--- src/hdl/ycq_pkg.sv ---
// ----------------------------------------------------------------------------
// ycq_pkg
// Types, fixed-point coefficients and the rounding helper shared by the
// quadrant blackout pipeline.
// ----------------------------------------------------------------------------
package ycq_pkg;

    // pipeline depth and register widths
    localparam int NumStages  = 6;
    localparam int DimWidth   = 10;

    // largest dimension honored before halving
    localparam logic [DimWidth-1:0] MaxDimension = 10'd512;

    // configuration register indexes
    localparam logic CfgImageWidth  = 1'b0;
    localparam logic CfgImageHeight = 1'b1;

    typedef logic signed [17:0] t_coef;
    typedef logic signed [26:0] t_prod;
    typedef logic signed [27:0] t_sum;
    typedef logic [NumStages-1:0] t_stage_en;

    // forward matrix, scaled by 2^16
    localparam t_coef KyR  = 18'sd19595;
    localparam t_coef KyG  = 18'sd38470;
    localparam t_coef KyB  = 18'sd7471;
    localparam t_coef KcbR = -18'sd11056;
    localparam t_coef KcbG = -18'sd21712;
    localparam t_coef KcbB = 18'sd32768;
    localparam t_coef KcrR = 18'sd32768;
    localparam t_coef KcrG = -18'sd27440;
    localparam t_coef KcrB = -18'sd5328;
    // inverse matrix, scaled by 2^16
    localparam t_coef KrCr = 18'sd91881;
    localparam t_coef KgCb = -18'sd22551;
    localparam t_coef KgCr = -18'sd46799;
    localparam t_coef KbCb = 18'sd116130;

    localparam logic [7:0]        BlackY      = 8'd16;
    localparam logic signed [8:0] ChromaZero  = 9'sd128;
    localparam logic signed [8:0] NoOffset    = 9'sd0;

    // round to nearest, ties away from zero, add an offset and clamp to 0..255
    function automatic logic [7:0] round_clamp(input t_sum s, input logic signed [8:0] offs);
        t_sum                t;
        logic signed [11:0]  q;
        logic signed [12:0]  v;
        logic [7:0]          res;
        // floor((s + 32767) / 2^16) for negative sums matches -round(|s|)
        t = s + (s[27] ? 28'sd32767 : 28'sd32768);
        q = t[27:16];
        v = {q[11], q} + {{4{offs[8]}}, offs};
        if (v[12]) begin
            res = 8'd0;
        end else if (v > 13'sd255) begin
            res = 8'd255;
        end else begin
            res = v[7:0];
        end
        return res;
    endfunction

endpackage

--- src/hdl/ycbcr_quadrant_blackout.sv ---
// ----------------------------------------------------------------------------
// ycbcr_quadrant_blackout
// BT.601 RGB -> YCbCr -> RGB round trip with the top-right and bottom-left
// quadrants painted black.
// ----------------------------------------------------------------------------
//  channel   direction  tdata / fields (lsb first)
//  s_axis    in         red[7:0] green[15:8] blue[23:16] column[32:24]
//                       row[41:33], zero pad [47:42]
//  m_axis    out        red[7:0] green[15:8] blue[23:16]
//  cfg       in         index 0 image_width, index 1 image_height, 10 bits
//
//  the result is presented on m_axis once it has passed the six register
//  stages; one pixel per clock sustained while m_axis_tready stays high.
//  each stage has its own valid bit and loads when empty or when the next
//  stage moves, so bubbles close up under an output stall.
//  synchronous active-low reset clears the valid bits and sets both
//  dimensions to 512.
// ----------------------------------------------------------------------------
module ycbcr_quadrant_blackout (
    input  logic                          i_clk,
    input  logic                          i_rst_n,
    input  logic                          s_axis_tvalid,
    output logic                          s_axis_tready,
    // red, green, blue, column, row, zero pad
    input  logic [47:0]                   s_axis_tdata,
    output logic                          m_axis_tvalid,
    input  logic                          m_axis_tready,
    // red, green, blue
    output logic [23:0]                   m_axis_tdata,
    input  logic                          i_cfg_we,
    input  logic                          i_cfg_index,
    input  logic [ycq_pkg::DimWidth-1:0]  i_cfg_data
);
    import ycq_pkg::*;

    logic [DimWidth-1:0]   r_width, r_height;
    logic [NumStages-1:0]  r_valid;
    t_stage_en             w_en;

    logic [DimWidth-1:0]   w_width_sat, w_height_sat;
    logic [DimWidth-1:0]   w_half_w, w_half_h;
    logic [DimWidth-1:0]   w_col, w_row;
    logic                  w_blackout;
    logic [7:0]            w_ro, w_go, w_bo;

    always_ff @(posedge i_clk) begin
        if (!i_rst_n) begin
            r_width  <= MaxDimension;
            r_height <= MaxDimension;
        end else if (i_cfg_we) begin
            case (i_cfg_index)
                CfgImageWidth:  r_width  <= i_cfg_data;
                CfgImageHeight: r_height <= i_cfg_data;
                default: ;
            endcase
        end
    end

    // a stage loads when it is empty or its content moves on
    always_comb begin
        w_en[NumStages-1] = !r_valid[NumStages-1] || m_axis_tready;
        for (int k = NumStages - 2; k >= 0; k--) begin
            w_en[k] = !r_valid[k] || w_en[k+1];
        end
    end

    always_ff @(posedge i_clk) begin
        if (!i_rst_n) begin
            r_valid <= '0;
        end else begin
            if (w_en[0]) begin
                r_valid[0] <= s_axis_tvalid;
            end
            for (int k = 1; k < NumStages; k++) begin
                if (w_en[k]) begin
                    r_valid[k] <= r_valid[k-1];
                end
            end
        end
    end

    // quadrant test against the saturated half dimensions
    assign w_width_sat  = (r_width > MaxDimension) ? MaxDimension : r_width;
    assign w_height_sat = (r_height > MaxDimension) ? MaxDimension : r_height;
    assign w_half_w     = w_width_sat >> 1;
    assign w_half_h     = w_height_sat >> 1;
    assign w_col        = {1'b0, s_axis_tdata[32:24]};
    assign w_row        = {1'b0, s_axis_tdata[41:33]};
    assign w_blackout   = ((w_col > w_half_w) && (w_row < w_half_h))
                       || ((w_col < w_half_w) && (w_row > w_half_h));

    ycq_convert u_convert (
        .i_clk      (i_clk),
        .i_en       (w_en),
        .i_red      (s_axis_tdata[7:0]),
        .i_green    (s_axis_tdata[15:8]),
        .i_blue     (s_axis_tdata[23:16]),
        .i_blackout (w_blackout),
        .o_red      (w_ro),
        .o_green    (w_go),
        .o_blue     (w_bo)
    );

    assign s_axis_tready = w_en[0];
    assign m_axis_tvalid = r_valid[NumStages-1];
    assign m_axis_tdata  = {w_bo, w_go, w_ro};

endmodule

--- src/hdl/ycq_convert.sv ---
// ----------------------------------------------------------------------------
// ycq_convert
// Six-stage datapath: RGB to YCbCr, optional blackout, YCbCr back to RGB.
// ----------------------------------------------------------------------------
module ycq_convert (
    input  logic                     i_clk,
    input  ycq_pkg::t_stage_en       i_en,
    input  logic [7:0]               i_red,
    input  logic [7:0]               i_green,
    input  logic [7:0]               i_blue,
    input  logic                     i_blackout,
    output logic [7:0]               o_red,
    output logic [7:0]               o_green,
    output logic [7:0]               o_blue
);
    import ycq_pkg::*;

    logic signed [8:0] w_r, w_g, w_b;

    // stage 1: forward products
    t_prod r_py_r, r_py_g, r_py_b;
    t_prod r_pcb_r, r_pcb_g, r_pcb_b;
    t_prod r_pcr_r, r_pcr_g, r_pcr_b;
    logic  r_black1;
    // stage 2: forward sums
    t_sum  r_sy, r_scb, r_scr;
    logic  r_black2;
    // stage 3: rounded YCbCr, chroma re-centered on zero
    logic [7:0]        r_y;
    logic signed [8:0] r_cb, r_cr;
    // stage 4: inverse products
    t_sum  r_py;
    t_prod r_pr_cr, r_pg_cb, r_pg_cr, r_pb_cb;
    // stage 5: inverse sums
    t_sum  r_sr, r_sg, r_sb;
    // stage 6: output register
    logic [7:0] r_ro, r_go, r_bo;

    logic [7:0]        n_y, n_cb8, n_cr8;
    logic signed [8:0] n_cb, n_cr;

    assign w_r = $signed({1'b0, i_red});
    assign w_g = $signed({1'b0, i_green});
    assign w_b = $signed({1'b0, i_blue});

    always_ff @(posedge i_clk) begin
        if (i_en[0]) begin
            r_py_r   <= w_r * KyR;
            r_py_g   <= w_g * KyG;
            r_py_b   <= w_b * KyB;
            r_pcb_r  <= w_r * KcbR;
            r_pcb_g  <= w_g * KcbG;
            r_pcb_b  <= w_b * KcbB;
            r_pcr_r  <= w_r * KcrR;
            r_pcr_g  <= w_g * KcrG;
            r_pcr_b  <= w_b * KcrB;
            r_black1 <= i_blackout;
        end
    end

    always_ff @(posedge i_clk) begin
        if (i_en[1]) begin
            r_sy     <= t_sum'(r_py_r) + t_sum'(r_py_g) + t_sum'(r_py_b);
            r_scb    <= t_sum'(r_pcb_r) + t_sum'(r_pcb_g) + t_sum'(r_pcb_b);
            r_scr    <= t_sum'(r_pcr_r) + t_sum'(r_pcr_g) + t_sum'(r_pcr_b);
            r_black2 <= r_black1;
        end
    end

    always_comb begin
        n_y   = round_clamp(r_sy, NoOffset);
        n_cb8 = round_clamp(r_scb, ChromaZero);
        n_cr8 = round_clamp(r_scr, ChromaZero);
        n_cb  = $signed({1'b0, n_cb8}) - ChromaZero;
        n_cr  = $signed({1'b0, n_cr8}) - ChromaZero;
        if (r_black2) begin
            n_y  = BlackY;
            n_cb = 9'sd0;
            n_cr = 9'sd0;
        end
    end

    always_ff @(posedge i_clk) begin
        if (i_en[2]) begin
            r_y  <= n_y;
            r_cb <= n_cb;
            r_cr <= n_cr;
        end
    end

    always_ff @(posedge i_clk) begin
        if (i_en[3]) begin
            r_py    <= $signed({4'd0, r_y, 16'd0});
            r_pr_cr <= r_cr * KrCr;
            r_pg_cb <= r_cb * KgCb;
            r_pg_cr <= r_cr * KgCr;
            r_pb_cb <= r_cb * KbCb;
        end
    end

    always_ff @(posedge i_clk) begin
        if (i_en[4]) begin
            r_sr <= r_py + t_sum'(r_pr_cr);
            r_sg <= r_py + t_sum'(r_pg_cb) + t_sum'(r_pg_cr);
            r_sb <= r_py + t_sum'(r_pb_cb);
        end
    end

    always_ff @(posedge i_clk) begin
        if (i_en[5]) begin
            r_ro <= round_clamp(r_sr, NoOffset);
            r_go <= round_clamp(r_sg, NoOffset);
            r_bo <= round_clamp(r_sb, NoOffset);
        end
    end

    assign o_red   = r_ro;
    assign o_green = r_go;
    assign o_blue  = r_bo;

endmodule

--- config.mk ---
export PLATFORM = sky130hd
export DESIGN_NAME = ycbcr_quadrant_blackout
export DESIGN_NICKNAME = d
export VERILOG_FILES = /design/src/hdl/ycq_pkg.sv /design/src/hdl/ycbcr_quadrant_blackout.sv /design/src/hdl/ycq_convert.sv
export SDC_FILE = /design/constraint.sdc
export NUM_CORES = 2
export LEC_CHECK = 0
export BUFFER_PORTS_ARGS = -buffer_cell sky130_fd_sc_hd__buf_2
export CAP_MARGIN = 10
export CORE_MARGIN = 4
export CORE_UTILIZATION = 56
export CTS_CLUSTER_SIZE = 40
export DETAILED_ROUTE_END_ITERATION = 10
export PLACE_DENSITY = 0.77
export SLEW_MARGIN = 40
export SYNTH_ARGS = -nofsm -noshare
export SYNTH_HDL_FRONTEND = slang
export SYNTH_SLANG_ARGS = --single-unit
--- constraint.sdc ---
create_clock -name i_clk -period 11.9 [get_ports i_clk]
set_input_delay 2.38 -clock i_clk [delete_from_list [all_inputs] [get_ports i_clk]]
set_output_delay 2.38 -clock i_clk [all_outputs]
set_load 0.03 [all_outputs]
* Yosys cells after proc, flatten, opt, wreduce, memory -nomap -nowiden
Cells that the tools add are included.
** Word-level totals
- Word-level logic and storage cells :: 116
- Input port bits :: 64
- Register bits after elaboration :: 522
** Cells by class
- Reductions and logical operators :: 18
- Add/sub/neg operators :: 20
- $mul :: 11
- Bitwise operators :: 1
- $lt $le $gt $ge :: 12
- Multiplexer cells :: 17
** Operator list (count)
- $add 28x17->28 :: 6
- $mux 16 :: 6
- $mux 8 :: 8
- $add 25x27->28 :: 2
- $add 24x25->26 :: 2
- $mul 9x17->26 const B :: 2
- $gt 12x9->1 const B :: 4
- $mul 8x15->23 const B :: 2
- $mul 9x12->21 const B :: 2
- $add 28x24->28 :: 1
- $add 26x23->27 :: 1
- $add 26x26->27 :: 1
- $mul 9x18->27 const B :: 1
- $add 12x9->13 const B :: 2
- $add 25x21->26 :: 1
- $add 25x25->26 :: 1
- $gt 13x9->1 const B :: 2
- $add 23x24->25 :: 1
- $mul 9x16->25 const B :: 1
- $mul 8x13->21 const B :: 1
- $gt 10x10->1 const B :: 2
- $mul 9x11->20 const B :: 1
- $mux 10 :: 2
- $mul 9x10->19 const B :: 1
- 10 further kinds :: 26

* Logic depth before layout (Yosys ltp)
- Depth after elaboration :: 7
- Depth in mapped cells :: 20

* Cells and area by module
Synthesis repeated with hierarchy kept, for this count alone.
** Second synthesis, totals
- Cells, all modules :: 4171
- Area total of the unflattened synthesis :: 45925.3 µm²
** By module, submodules not included
- ycq_convert :: instances 1, cells an instance 3983, seq. area each 13482.9 µm², area each 44413.8 µm²
- ycbcr_quadrant_blackout :: instances 1, cells an instance 188, seq. area each 520.5 µm², area each 1511.4 µm²

* Least setup slack after synthesis
OpenSTA, ideal clock, no wires.
- Kind :: input -> output
- Start :: input m_axis_tready
- End :: output s_axis_tready
- Setup slack :: 2.849 ns
- Data required time :: 9.520 ns
- Arrival :: 6.671 ns
- Stages on the path :: 4
- Path buffers :: 0
- Cells stage by stage :: nor2b_1 > and3_1 > and2_1 > nand3_1
** Between the ends
- Cells in the longest elaborated chain, start to end :: 6
** Ends and longest elaborated chain
- start: declaration :: line ycbcr_quadrant_blackout.sv:27 : input logic m_axis_tready,
- $logic_or 1x1->1 :: line ycbcr_quadrant_blackout.sv:61 : w_en[NumStages-1] = !r_valid[NumStages-1] || m_axis_tready;
- $logic_or 1x1->1 (5 in series) :: line ycbcr_quadrant_blackout.sv:63 : w_en[k] = !r_valid[k] || w_en[k+1];
- end: declaration :: line ycbcr_quadrant_blackout.sv:23 : output logic s_axis_tready,
Every way passes these cells.

* Worst setup path in the final report
Same ends and word-level chain as after synthesis.

==> metrics list <==
* Leftover overflow at the end of global routing: 0
- Setup violations remaining at the end of the flow were counted as 0.
- Max layer used: met5
- The tool flagged a number of max-cap violations equal to 0.
- Total met3 wirelength after detailed routing: 3.52 mm
* Top FF cell, synth: sky130_fd_sc_hd__edfxtp_1
- Adding up every negative setup slack in the final design gives 0 ps.
- Measured along the x axis, the die boundary spans 293 um.
* # port buffers: 83
- Later-pin clock latency in the skew report: 610 ps
* Ys async rst share: 0%
* Post-cts resize count: 0
- The post-route netlist has 5.23% of its cells at a drive strength greater than 1.
- The area growth from synthesis to layout is 7.86%.
- The number of global-route vias before repair was 30,400.
- Worst Path Class, Setup: in -> out
- For the worst setup path, the data required time is 9520 ps.
- Total wire length after detailed routing: 91.0 mm
* Synthesized instance count: 4,106
- Dominant cell by count in the synthesized netlist: sky130_fd_sc_hd__ha_1
- Length of the first detailed-routing pass in iterations: 5
* Pin count of the biggest net entering global routing: 145
- TritonCTS sink count: 475
* Maximum root-to-sink buffer count: 3
- Remaining routing DRC violations: 0
- During I/O placement, the number of pins put on the boundary was 90.
- Post-synth net total: 5,384
* Minimum clock period after layout: 6640 ps
- Across all layers, the routed design uses 29,500 vias.
- List of cells traversed by the critical path: buf_2 > nor2b_2 > and3_1 > and2_1 > nand3_4 > buf_2
* Synth Register Bits: 475
- Cell type with the largest total area after synthesis: sky130_fd_sc_hd__edfxtp_1
- Largest cells by area after synthesis: sky130_fd_sc_hd__edfxtp_1, sky130_fd_sc_hd__ha_1, sky130_fd_sc_hd__fa_1
* Number of endpoints with negative hold slack in the final report: 0
- In this run the worst hold path is classified as reg -> reg.
- In this run the post-CTS setup repair buffer count came out at 0.
- Number of hold buffers added after cts: 0
* Die H: 293 um
* Initial drt markers: 1,539
- At the pin with the least slew margin, the transition time is 842 ps.
* Count of synthesis-stage warnings from yosys: 0
- The number of antenna violations at the first check in global routing was 2.
- After clock tree synthesis, the clock-pin slew on the worst setup and hold paths is 60 ps.
- After detailed routing, the wire length on met1 is 38.9 mm.
- Number of slew-limit violations in the final report: 0
- Final antenna diode count: 0
* Endpoint kind of the worst setup timing path: output port
* Startpoint Class: input pin
- In this run the remaining antenna-violating nets after routing total 0.
- Routed wirelength normalized by instance count: 17.0 um
- Data arrives at the worst endpoint at 4260 ps.
- Synth top cells by count: sky130_fd_sc_hd__ha_1, sky130_fd_sc_hd__inv_1, sky130_fd_sc_hd__edfxtp_1, sky130_fd_sc_hd__fa_1, sky130_fd_sc_hd__xnor2_1
* Last weighted congestion value of the routability-driven placer: 0.936
* Max frequency: 0.151 GHz
- Average size of a mapped cell: 11.1 um2
- Crit share post-route: 55.8%
- For this run, the register share of the synthesized area comes to 30.8%.
* Initial core utilization: 56.5%
* Overall routing resource usage: 21.7%
- The first global-routing pass estimated 152 mm of wire.
- Max stage delay on crit path: 470 ps
- After filler insertion, the fill cell instance count of the layout stands at 6,388.
- The core region is 0.0804 mm2.
* Area of the die: 0.0857 mm2
- Buffers inserted during clock tree synthesis total 54.
* Max FO, Critical Path: 14
- Yosys cell types: 82
- Counting both buffers and inverters, the worst setup path holds a total of 2.
* Synth top area share: 29.7%
* Netlist Area Pre-Place: 0.0454 mm2
- Count of flip-flops with a built-in enable after synthesis: 449
- The flow ran to the end, and the final reports show no timing, DRC or antenna violations.
- Vias/cell: 5.53
- Kind of cell with the highest combined delay on the critical path: simple AND/OR/NAND/NOR gates
* Critical path's slowest cell: sky130_fd_sc_hd__nor2b_2
* Htree depth: 2
* Clock tree from TritonCTS: yes
- Met2 Routed Length: 45.6 mm
- The most numerous cell type found on the critical path is sky130_fd_sc_hd__buf_2.
* Cell at the root of the clock tree: sky130_fd_sc_hd__clkbuf_16
* Post-DP HPWL: 74.0 mm
* RSZ-0062 raised after global routing: false
* Net count reported at finish: 5,517
- Clk_skew: 34.1 ps
- Headroom to the max-slew limit: 43.4%
- Number of standard-cell rows in the floorplan: 104
==> cell type report <==
| type | count | area, um2 | share of cell area (%) |
|---|---|---|---|
| clock buffer | 63 | 1390 | 2.83 |
| clock inverter | 38 | 387 | 0.789 |
| inverter | 677 | 2540 | 5.19 |
| multi-input combinational | 2943 | 28900 | 58.9 |
| sequential | 475 | 14000 | 28.6 |
| tap | 1060 | 1330 | 2.71 |
| timing repair buffer | 88 | 469 | 0.958 |
==> worst register-to-register path, stage by stage (launching register included) <==
cell	delay (ps)
sky130_fd_sc_hd__edfxtp_1	830
sky130_fd_sc_hd__inv_1	400
sky130_fd_sc_hd__ha_1	550
sky130_fd_sc_hd__xor2_1	310
sky130_fd_sc_hd__xor2_1	350
sky130_fd_sc_hd__fa_1	480
sky130_fd_sc_hd__fa_1	520
sky130_fd_sc_hd__ha_1	330
sky130_fd_sc_hd__ha_1	340
sky130_fd_sc_hd__inv_1	100
sky130_fd_sc_hd__nor2_1	50
sky130_fd_sc_hd__nor2_1	110
sky130_fd_sc_hd__a211oi_1	80
sky130_fd_sc_hd__o21a_1	220
sky130_fd_sc_hd__o41a_1	340
sky130_fd_sc_hd__a41o_1	280
sky130_fd_sc_hd__o41ai_2	260
sky130_fd_sc_hd__xor2_1	130
==> logic make-up after synthesis <==
| family | share of synthesized area, % |
|---|---|
| fa+ha+maj | 39.4 |
| compound gates | 10.5 |
| buf+inv | 5.69 |
| simple gates | 7.09 |
| flops | 30.8 |
| xor+xnor | 6.32 |
| mux | 0.157 |
==> layout by cell type (no fill, tap or decap), drive strengths merged, types with 8 or more instances in the layout <==
| cell | count |
|---|---|
| ha | 854 |
| inv | 681 |
| edfxtp | 449 |
| fa | 360 |
| xnor2 | 253 |
| a21oi | 230 |
| nand2 | 188 |
| nor2 | 171 |
| o21ai | 111 |
| buf | 88 |
| a21o | 85 |
| xor2 | 75 |
| clkbuf | 63 |
| nand3 | 62 |
| o21a | 53 |
| nor3 | 52 |
| nor2b | 41 |
| and3 | 29 |
| o21bai | 29 |
| a211oi | 29 |
| nand2b | 28 |
| a31oi | 27 |
| a21boi | 27 |
| clkinv | 27 |
| dfxtp | 26 |
| or2 | 23 |
| or3 | 20 |
| and2 | 19 |
| o31ai | 16 |
| o41ai | 15 |
| o211ai | 13 |
| a211o | 11 |
| nor4 | 11 |
| a31o | 10 |
| a41o | 8 |
| nand4 | 8 |
==> per-stage QoR <==
stage	cell area, um2	setup WS [ps]	instances	hold slack, ps	utilization (%)
after global routing	49000	5000	5344	422	60.9
final	49000	5260	5344	415	60.9
after detailed placement	47200	4780	5243	405	58.7
after CTS	49000	5240	5344	415	60.9
after global placement	47200	4800	5243	401	58.7
after floorplan	45400	2850	4106	400	-
==> sequential cells by signal, summed over array words and instances, names as in the netlist, 18 cells and up <==
| register | count |
|---|---|
| u_convert.r_pcb_r | 19 |
| u_convert.r_pcb_g | 18 |
| u_convert.r_scb | 24 |
| u_convert.r_py_g | 23 |
| u_convert.r_sg | 27 |
| u_convert.r_pcr_g | 20 |
| u_convert.r_scr | 23 |
| u_convert.r_sb | 27 |
| u_convert.r_py_b | 21 |
| u_convert.r_py_r | 23 |
| u_convert.r_sr | 28 |
| u_convert.r_pg_cb | 25 |
| u_convert.r_pb_cb | 23 |
| u_convert.r_pr_cr | 24 |
| u_convert.r_pg_cr | 26 |
==> per-layer routing <==
layer / vias to the layer above / GRT usage [%]
met4: 2 / 6.63
met2: 560 / 38.7
met3: 158 / 2.33
met5: - / 0
met1: 14300 / 27.9
li1: 14600 / -
==> path summary, 6_finish.rpt <==
kind / start / endpoint / slack, ps / cells past startpoint
worst max-delay path: m_axis_tready / s_axis_tready / 5260 / 6
worst min-delay path: u_convert.r_pr_cr[3] / u_convert.r_sr[3] / 410 / 0
worst max register to register: u_convert.r_cb[7] / u_convert.r_pg_cb[24] / 5950 / 17
worst min register to register: u_convert.r_pr_cr[3] / u_convert.r_sr[3] / 410 / 0
Power is not shown: default switching activity piles up to over one toggle a cycle in this logic, so the estimate is an artifact.
